File: src/rtl/sor_ram.sv
`timescale 1ns / 1ps
// ----------------------------------------------------------------------------
// SOR generic RAM
// One write port, one read port with registered read data.
// ----------------------------------------------------------------------------
module sor_ram #(
  parameter int W     = 32,
  parameter int DEPTH = 16
) (
  input  logic                     clk_i,
  input  logic                     we_i,
  input  logic [$clog2(DEPTH)-1:0] waddr_i,
  input  logic [W-1:0]             wdata_i,
  input  logic [$clog2(DEPTH)-1:0] raddr_i,
  output logic [W-1:0]             rdata_o
);
  logic [W-1:0] mem [DEPTH];
  logic [W-1:0] rdata_q;

  always_ff @(posedge clk_i) begin
    if (we_i) begin
      mem[waddr_i] <= wdata_i;
    end
    rdata_q <= mem[raddr_i];
  end

  assign rdata_o = rdata_q;
endmodule

File: config.mk
export PLATFORM = sky130hd
export DESIGN_NAME = sor_ram
export DESIGN_NICKNAME = d
export VERILOG_FILES = /design/src/rtl/sor_ram.sv
export SDC_FILE = /design/constraint.sdc
export NUM_CORES = 1
export LEC_CHECK = 0
export BUFFER_PORTS_ARGS = -buffer_cell sky130_fd_sc_hd__buf_2
export CAP_MARGIN = 20
export CORE_MARGIN = 2
export CORE_UTILIZATION = 55
export DETAILED_ROUTE_END_ITERATION = 10
export PLACE_DENSITY_LB_ADDON = 0.15
export SYNTH_ARGS = -nofsm -noshare
export SYNTH_HDL_FRONTEND = slang
export SYNTH_SLANG_ARGS = --single-unit
File: constraint.sdc
create_clock -name clk_i -period 4.2 [get_ports clk_i]
set_clock_uncertainty 0.1 [all_clocks]
set_input_delay 0.63 -clock clk_i [delete_from_list [all_inputs] [get_ports clk_i]]
set_output_delay 0.63 -clock clk_i [all_outputs]
set_load 0.01 [all_outputs]
==> results_dict.tcl <==
set metrics [dict create \
    io_buffers 73 \
    hpwl_um 22300 \
    drt_first_pass_iters 5 \
    ys_seq_area_share_pct 80.7 \
    ir_drop_mv 0.365 \
    worst_path_largest_cell_delay_ns 0.56 \
    setup-violations-final 0 \
    syn_avg_cell_area_um2 23.7 \
    max-cap-violations 0 \
    ios 74 \
    place_congestion 0.758 \
    maxSlewHeadroom_pct 24.7 \
    drive_above_1_share_pct 33.2 \
    clock_sinks 544 \
    hold_start "wdata_i[10]" \
    power.leakage_nw 7.38 \
    hold_path_depth 1 \
    fp.coreArea_um2 35600 \
    root_buffer "clkbuf_16" \
    drt_iter0_markers 821 \
    grt_use_total_pct 22.0 \
    cts_made_buffers 52 \
    place_ws_ns 1.41 \
    cp_num_buf_inv 2 \
    fp.dieH_um 194 \
    rsz0062_at_grt "false" \
    antenna_found_initial 3 \
    timing.rr.end "rdata_o[20]$_DFF_P_" \
    finalWirelength_um 40700 \
    r2r_setup_slack_ns 2.75 \
    n_fill_cell 2323 \
    fp.dieW_um 194 \
    syn_area_um2 19900 \
    place_area_um2 21000 \
    min_period_over_period_pct 51.7 \
    whs_ns 0.343 \
    synthCells 838 \
    fin_crit_ns 2.17 \
    htree_levels 2 \
    synth-seq-cells 544 \
    yosysWarnings 0 \
    cp_top_family "buffers and inverters" \
    setup_tns_ns 0 \
    status "complete, no violations" \
    reg2reg_depth 3 \
    cp_cell_sequence "clkbuf_8 -> buf_4 -> mux4_2 -> a22oi_1 -> nand2_1" \
    slew_violations 0 \
    synth.net_count 880 \
    min_to "mem[5][10]$_DFFE_PP_" \
    cpMaxStageDelayCell "mux4_2" \
    ctsResizeCount 0 \
    power_mw 11.4 \
    placed_cells 1358 \
    max_clock_freq_mhz 461 \
    path_clk_slew_ns 0.06 \
    worst_pin_slew_ns 1.13 \
    start_kind "primary input" \
    clk_latency_ns 0.56 \
    final_hold_viol_count 0 \
    worstHoldPathType "in2reg" \
    grt_pass1_vias 9642 \
    final_util_pct 64.1 \
    antenna_left 0 \
    cts_tree "yes" \
    setup_ws_ns 2.03 \
    start_util_pct 55.8 \
    worst-setup-path-type "in2reg" \
    reg2reg_from "mem[11][20]$_DFFE_PP_" \
    grt_max_degree 57 \
    wl_per_cell_um 27.9 \
    rows 69 \
    layoutNonFillerInstCount 1458 \
    drc 0 \
    critPathCaptureType "flip-flop" \
    grt_pass1_wl_um 61000 \
    cp_max_fo 49 \
    crit_required_ns 4.54 \
    clockBufferDepth 3 \
    viasPerCell 6.14 \
    p_per_area_nw_per_um2 499 \
    area_growth_pct 14.9 \
    synth_cell_type_count 18 \
    cp.arrival_ns 2.51 \
    gr-total-overflow 0 \
    vias 8946 \
    cts_setup_buffers 0 \
    die-area_um2 37600 \
    cts_hold_buf 0 \
    design_area_um2 22800 \
    nets 994 \
]
cells in the final DEF, fill, tap and decap left out:
cell       instances
bufinv_16          7
buf_4             23
clkinv_1           5
clkbuf_16         53
clkbuf_1          12
a22oi_1           64
nand2_1           33
clkinv_2          11
nor3_2             4
inv_6              1
or3b_2             1
nor2b_4            2
nand3_1            1
diode_2            3
clkbuf_8           8
buf_12             8
nor2_4            13
mux4_2           128
and2_1             1
dfxtp_1           32
buf_2             71
edfxtp_1         512
nand2b_1           2
nand3b_1           2
layer usage:
metal | global-route usage (%) | up-vias | share of wire, %
li1 | - | 3812 | -
met1 | 30.4 | 4791 | 41
met2 | 36.7 | 289 | 50
met3 | 4.23 | 54 | 6.3
met4 | 5.70 | 0 | 1.8
met5 | 0 | - | 0
worst reg2reg max path: cells and delay by family (launching register included):
family	cells	cell delay, ns
DFF	1	0.37
AOI/OAI and AO/OA	1	0.29
and+or+nand+nor	1	0.09
muxes	1	0.48
flip-flops by register name, summed over array words and instances (netlist names):
| signal | cells |
|---|---|
| mem | 512 |
| rdata_o | 32 |
power by group:
part	internal (mW)	switching (mW)	leakage, nW
Sequential	6.07	0.0396	4.89
Combinational	0.221	0.313	1.61
Clock	2.87	1.88	0.872
Total	9.16	2.23	7.38
worst max-delay path by stage:
stage,startpoint,slack (ns),to,depth (start not counted)
3_3_place_gp,waddr_i[2],1.27,mem[8][14]$_DFFE_PP_,4
3_5_place_dp,raddr_i[0],1.41,rdata_o[1]$_DFF_P_,5
6_report,raddr_i[0],2.03,rdata_o[1]$_DFF_P_,5
4_1_cts,raddr_i[0],1.98,rdata_o[1]$_DFF_P_,5
2_1_floorplan,waddr_i[2],0.29,mem[0][0]$_DFFE_PP_,2
5_1_grt,raddr_i[0],1.88,rdata_o[28]$_DFF_P_,5
synthesized netlist by cell type, drive strengths merged:
| library cell | count | area, µm² |
|---|---|---|
| edfxtp | 512 | 15400 |
| mux4 | 128 | 2880 |
| a22oi | 64 | 480 |
| nand2 | 33 | 124 |
| dfxtp | 32 | 641 |
| buf | 26 | 159 |
| clkbuf | 17 | 63.8 |
| nor2 | 13 | 48.8 |
| nor3 | 4 | 20.0 |
| nand2b | 2 | 12.5 |
| nand3b | 2 | 15.0 |
| nor2b | 2 | 12.5 |
| and2 | 1 | 6.26 |
| nand3 | 1 | 5.00 |
| or3b | 1 | 8.76 |
layout make-up:
class	count	area, µm²	area share (%)
Sequential cell	544	16000	70.2
Multi-Input combinational cell	251	3750	16.4
Clock buffer	72	1470	6.43
Timing Repair Buffer	103	702	3.08
Tap cell	461	577	2.53
Clock inverter	24	293	1.28
Antenna cell	3	7.51	0.0329
kinds of logic after synthesis:
group,synth area share (%)
AOI/OAI and AO/OA,2.42
buffers and inverters,1.12
DFF,80.7
muxes,14.5
and+or+nand+nor,1.27
No activity file was read; power rests on OpenSTA's default activity.
