File: src/rtl/sor_pkg.sv
`timescale 1ns / 1ps
// ----------------------------------------------------------------------------
// SOR pressure solver package
// Shared constants, types and saturation helpers.
// ----------------------------------------------------------------------------
package sor_pkg;

  localparam int MAX_INTERIOR_DEF = 64;
  localparam int MAX_SWEEPS_DEF   = 10000;
  localparam logic [63:0] TOL_SQ  = 64'd43;

  typedef enum logic [1:0] {
    ACT_WRITE = 2'd0,
    ACT_SOLVE = 2'd1,
    ACT_READ  = 2'd2,
    ACT_NOP   = 2'd3
  } action_e;

  typedef enum logic [2:0] {
    CFG_COLS  = 3'd0,
    CFG_ROWS  = 3'd1,
    CFG_KEEP  = 3'd2,
    CFG_SCALE = 3'd3,
    CFG_IDX2  = 3'd4,
    CFG_IDY2  = 3'd5,
    CFG_IDTDX = 3'd6,
    CFG_IDTDY = 3'd7
  } cfg_idx_e;

  typedef enum logic [2:0] {
    STEP_DIVX  = 3'd0,
    STEP_DIVY  = 3'd1,
    STEP_LAPX  = 3'd2,
    STEP_LAPY  = 3'd3,
    STEP_KEEP  = 3'd4,
    STEP_SCALE = 3'd5,
    STEP_WB    = 3'd6
  } step_e;

  typedef struct packed {
    logic  en;
    logic  resid;
    step_e step;
  } alu_ctl_t;

  typedef struct packed {
    logic signed [31:0] pu;
    logic signed [31:0] pw;
    logic signed [31:0] pc;
    logic signed [31:0] pe;
    logic signed [31:0] pd;
    logic signed [31:0] fc;
    logic signed [31:0] fw;
    logic signed [31:0] gc;
    logic signed [31:0] gs;
  } cell_nb_t;

  function automatic logic signed [31:0] sat_sym(input logic signed [51:0] x);
    if (x > 52'sd2147483647) begin
      return 32'sd2147483647;
    end else if (x < -52'sd2147483647) begin
      return -32'sd2147483647;
    end
    return x[31:0];
  endfunction

  function automatic logic signed [31:0] sat32(input logic signed [48:0] x);
    if (x > 49'sd2147483647) begin
      return 32'sh7fffffff;
    end else if (x < -49'sd2147483648) begin
      return 32'sh80000000;
    end
    return x[31:0];
  endfunction

endpackage

File: src/rtl/sor_alu.sv
`timescale 1ns / 1ps
// ----------------------------------------------------------------------------
// SOR cell arithmetic
// Shared multiplier stepping through divergence, stencil and update terms.
// ----------------------------------------------------------------------------
module sor_alu
  import sor_pkg::*;
(
  input  logic               clk_i,
  input  alu_ctl_t           ctl_i,
  input  cell_nb_t           nb_i,
  input  logic signed [31:0] keep_i,
  input  logic signed [31:0] scale_i,
  input  logic [30:0]        idx2_i,
  input  logic [30:0]        idy2_i,
  input  logic [30:0]        idtdx_i,
  input  logic [30:0]        idtdy_i,
  output logic signed [31:0] p_new_o,
  output logic [63:0]        sq_o
);
  logic signed [64:0] prod_q;
  logic signed [64:0] acc_q;
  logic signed [51:0] div_q;
  logic signed [51:0] lap_q;
  logic signed [31:0] s_q;

  logic signed [31:0] opa;
  logic signed [32:0] opb;
  logic signed [48:0] fl;
  logic signed [33:0] d2x_raw;
  logic signed [33:0] d2y_raw;
  logic signed [31:0] d2x;
  logic signed [31:0] d2y;
  logic signed [31:0] s_abs;
  logic signed [64:0] upd;

  assign fl      = prod_q[64:16];
  assign d2x_raw = 34'(nb_i.pe) + 34'(nb_i.pw) - (34'(nb_i.pc) <<< 1);
  assign d2y_raw = 34'(nb_i.pu) + 34'(nb_i.pd) - (34'(nb_i.pc) <<< 1);
  assign d2x     = sat_sym(52'(d2x_raw));
  assign d2y     = sat_sym(52'(d2y_raw));
  assign s_abs   = s_q[31] ? -s_q : s_q;

  always_comb begin
    opa = '0;
    opb = '0;
    case (ctl_i.step)
      STEP_DIVX: begin
        opa = $signed({1'b0, idtdx_i});
        opb = 33'(nb_i.fc) - 33'(nb_i.fw);
      end
      STEP_DIVY: begin
        opa = $signed({1'b0, idtdy_i});
        opb = 33'(nb_i.gc) - 33'(nb_i.gs);
      end
      STEP_LAPX: begin
        opa = $signed({1'b0, idx2_i});
        opb = ctl_i.resid ? 33'(d2x) : 33'(nb_i.pe) + 33'(nb_i.pw);
      end
      STEP_LAPY: begin
        opa = $signed({1'b0, idy2_i});
        opb = ctl_i.resid ? 33'(d2y) : 33'(nb_i.pu) + 33'(nb_i.pd);
      end
      STEP_KEEP: begin
        opa = keep_i;
        opb = 33'(nb_i.pc);
      end
      STEP_SCALE: begin
        opa = ctl_i.resid ? s_abs : scale_i;
        opb = ctl_i.resid ? 33'(s_abs) : 33'(s_q);
      end
      default: begin
        opa = '0;
        opb = '0;
      end
    endcase
  end

  always_ff @(posedge clk_i) begin
    if (ctl_i.en) begin
      prod_q <= opa * opb;
      case (ctl_i.step)
        STEP_DIVY:  div_q <= 52'(fl);
        STEP_LAPX:  div_q <= div_q + 52'(fl);
        STEP_LAPY:  lap_q <= 52'(fl);
        STEP_KEEP:  s_q   <= sat_sym(lap_q + 52'(fl) - div_q);
        STEP_SCALE: acc_q <= prod_q;
        default: begin
        end
      endcase
    end
  end

  assign upd     = acc_q + prod_q;
  assign p_new_o = sat32(upd[64:16]);
  assign sq_o    = prod_q[63:0];
endmodule

File: config.mk
export PLATFORM = sky130hd
export DESIGN_NAME = sor_alu
export DESIGN_NICKNAME = d
export VERILOG_FILES = /design/src/rtl/sor_pkg.sv /design/src/rtl/sor_alu.sv
export SDC_FILE = /design/constraint.sdc
export NUM_CORES = 2
export LEC_CHECK = 0
export BUFFER_PORTS_ARGS = -buffer_cell sky130_fd_sc_hd__buf_4
export CORE_MARGIN = 3
export CORE_UTILIZATION = 40
export DETAILED_ROUTE_END_ITERATION = 7
export SLEW_MARGIN = 20
export SYNTH_ARGS = -nofsm -noshare
export SYNTH_HDL_FRONTEND = slang
export SYNTH_SLANG_ARGS = --single-unit
File: constraint.sdc
create_clock -name clk_i -period 11.8 [get_ports clk_i]
set_input_delay 1.77 -clock clk_i [delete_from_list [all_inputs] [get_ports clk_i]]
set_output_delay 1.77 -clock clk_i [all_outputs]
set_load 0.05 [all_outputs]
==> impl_metrics.toml <==
[outcome]
status = "finished, violations left"
violations = "negative setup slack"

[critical_path]
crit_path_end_kind = "register"
critPathMaxStageDelay_ps = 590
required_ps = 12140
cp.arrival_ps = 12600
critical_path.max_fanout = 7
crit_type = "in -> reg"
startpoint_type = "primary input"
path_common_cell = "fa_1"
slowest_stage = "fa_1"

[logic_synthesis]
async_flop_share_pct = 0
yosys.area.top_type = "fa_1"
ys.flop_type = "edfxtp_1"
synth_cell_types = 119
yosysWarnings = 0
syn_nets = 11290
yosys.area.top_type_share_pct = 32.59
synth-edff-count = 263
post_synth.cell_area_avg_sq_um = 8.430
synth_cells = 8985
synth_area_leaders = "fa_1 (33%), edfxtp_1 (10%), ha_1 (9.8%), inv_1 (9.2%), nand2_1 (4.1%)"
yosys_register_bits = 263
synth_area_sq_mm = 0.07574
yosysSeqAreaShare_pct = 10.43

[worst_hold_path]
hold_path.class = "reg -> reg"

[floorplan]
die_area_sq_mm = 0.1946
start_util_pct = 40.29
core_area_sq_mm = 0.1880
die_w_um = 441.1
rows = 159
die_height_um = 441.1
io_pins = 578

[sta]
finClkSkew_ps = 17.59
setup_ws_ps = -457.7
max_freq_ghz = 0.08158
setup_viol = 30
worstMarginPinSlew_ps = 1192
holdWs_ps = 502.2
period_needed_ps = 12260
hold_violations = 0
slew_viol_final = 0
finalCritPeriodShare_pct = 103.9
rsz0062_at_grt = "yes"
maxSlewHeadroom_pct = 20.56

[drt]
wirelength_um = 355100
drtAntennaViolNets = 0
wire_per_inst_um = 26.60
drc = 0
firstDrtPassIters = 6
routed_via_density = 5.471
drtIter0Drc = 6713
vias = 73030

[clocking]
clk_pin_slew_ps = 60
cts_hold_buffers = 0
insertion_delay_ps = 590
h-tree-depth = 1
cts_tree = "done"
clkSinkCount = 263
clockBufferDepth = 3
numCtsBuffers = 30
cts-root-buf = "clkbuf_16"

[global_route]
antenna_found_initial = 32
grt_overflow_total = 0
grt_pass1_vias = 75360
grt_pass1_wl_um = 510700
busiest_layer = "met2"
grt_use_met2_pct = 56.73
use_met3_pct = 7.931
grt_max_degree = 89
grt_usage_pct = 36.08
grtUsageMet1_pct = 47.53

[cells_and_area]
utilization_pct = 52.80
drive_above_1_share_pct = 26.38
fin_nets = 13130
final_cells = 13350
area_growth_pct = 31.07
design_area_sq_mm = 0.09927

[flow_run]
drv_cap = 0

[placement]
gpl.final_weighted_congestion = 1.036
io_buffers = 577
dpl_cell_area_sq_mm = 0.09385
placedCellCount = 13100
dp_hpwl_um = 308500
## layout make-up
cell class,instances,area (sq um)
flip-flops and latches,263,7898
clock inverters,19,250.2
multi-input cells,6435,61950
well taps,2495,3122
fillers,17830,88730
diodes,10,25.02
inverters,1867,7020
clock buffers,36,794.5
repair buffers,2224,18220
## cells by family (layout without fill, tap and decap cells)
family / Yosys count / count (layout) / share of synthesized area, %
other cells: 0 / 10 / 0
fa+ha+maj: 1827 / 1827 / 42.40
compound gates: 1801 / 1801 / 15.56
buf+inv: 2287 / 4146 / 11.80
xor+xnor: 410 / 410 / 4.751
simple gates: 2342 / 2342 / 14.15
flops: 263 / 263 / 10.43
mux: 55 / 55 / 0.9102
## worst max-delay path: cells and delay by family
kind                     cells  cell delay (ps)
buffers and inverters       16             1880
AND/OR/NAND/NOR              9             1790
AO/OA/AOI/OAI               10             1630
adder cells (fa/ha/maj)     11             5240
XOR/XNOR                     2              270
## layout by cell type, fill, tap and decap left out, drive strengths merged, types with 21 or more instances in the layout
master and count:
nor4 24, and3 52, o211ai 54, a211o 24
a21o 180, xor2 150, inv 1864, xnor2 260
nand2 833, nor2 764, or3 40, buf 2222
nand3 94, a31oi 61, o31ai 43, a21oi 504
nor3 97, nand2b 71, clkbuf 37, or4 26
a211oi 77, edfxtp 263, o21ai 404, a22oi 45
a221oi 32, or2 45, fa 1233, mux2 21
nand4 67, o21bai 68, ha 594, nor2b 56
mux2i 25, and2 95, o21a 63, and4 21
## what timing repair did
action | in CTS | in global routing
setup buffers | 117 | 76
hold endpoints to repair | 0 | 0
pin swaps | 194 | 182
gates resized for setup | 321 | 297
gates cloned | 1 | 1
endpoints found under the setup margin | 45 | 44
## registers in the layout, summed over array words and instances (netlist names)
register  cells
div_q        52
prod_q       65
lap_q        49
acc_q        65
s_q          32
## per-stage QoR
stage          TNS, ps  setup WS, ps
6_report         -7325        -457.7
5_1_grt         -16930        -798.5
4_1_cts          -2880        -321.9
3_5_place_dp    -55740         -1661
3_3_place_gp    -52150         -1557
2_1_floorplan    -1080        -308.9
## Yosys cell counts, types with 16 or more instances
library cell and instances:
nand2b_1 70, xor2_1 150, nor4_1 22, inv_1 1862, a31oi_1 58, clkbuf_1 270
ha_1 594, nor3_1 92, or3_1 38, o31ai_1 39, o21a_1 63, fa_1 1233
a22oi_1 45, o221ai_1 18, xnor2_1 259, a211o_1 24, o21ai_1 80, o21bai_1 68
buf_1 18, and2_1 94, nand4_1 67, nor2b_1 56, buf_2 61, and3_1 52
or2_1 29, a21oi_1 503, mux2i_1 25, o21ai_0 323, a221oi_1 30, o211ai_1 53
and4_1 21, a211oi_1 73, nor2_1 763, or2_2 16, nand2_1 832, a21o_1 180
mux2_2 21, buf_4 65, or4_1 25, nand3_1 94, edfxtp_1 263
## worst paths after layout
kind	start	endpoint	slack [ps]	depth (start not counted)
hold reg to reg	prod_q[3]	acc_q[3]	500	0
setup reg to reg	s_q[8]	prod_q[64]	320	41
hold / removal	prod_q[3]	acc_q[3]	500	0
setup / recovery	nb_i[179]	prod_q[64]	-460	48
## metal layers
layer	share of wire, %	wire length, um	up-vias
met5	0.032	115	-
met4	5.6	19990	16
met3	9.0	32020	685
met2	45	158500	3098
met1	41	144500	36620
li1	-	-	32610
Power is not shown: default switching activity piles up to over one toggle a cycle in this logic, so the estimate is an artifact.
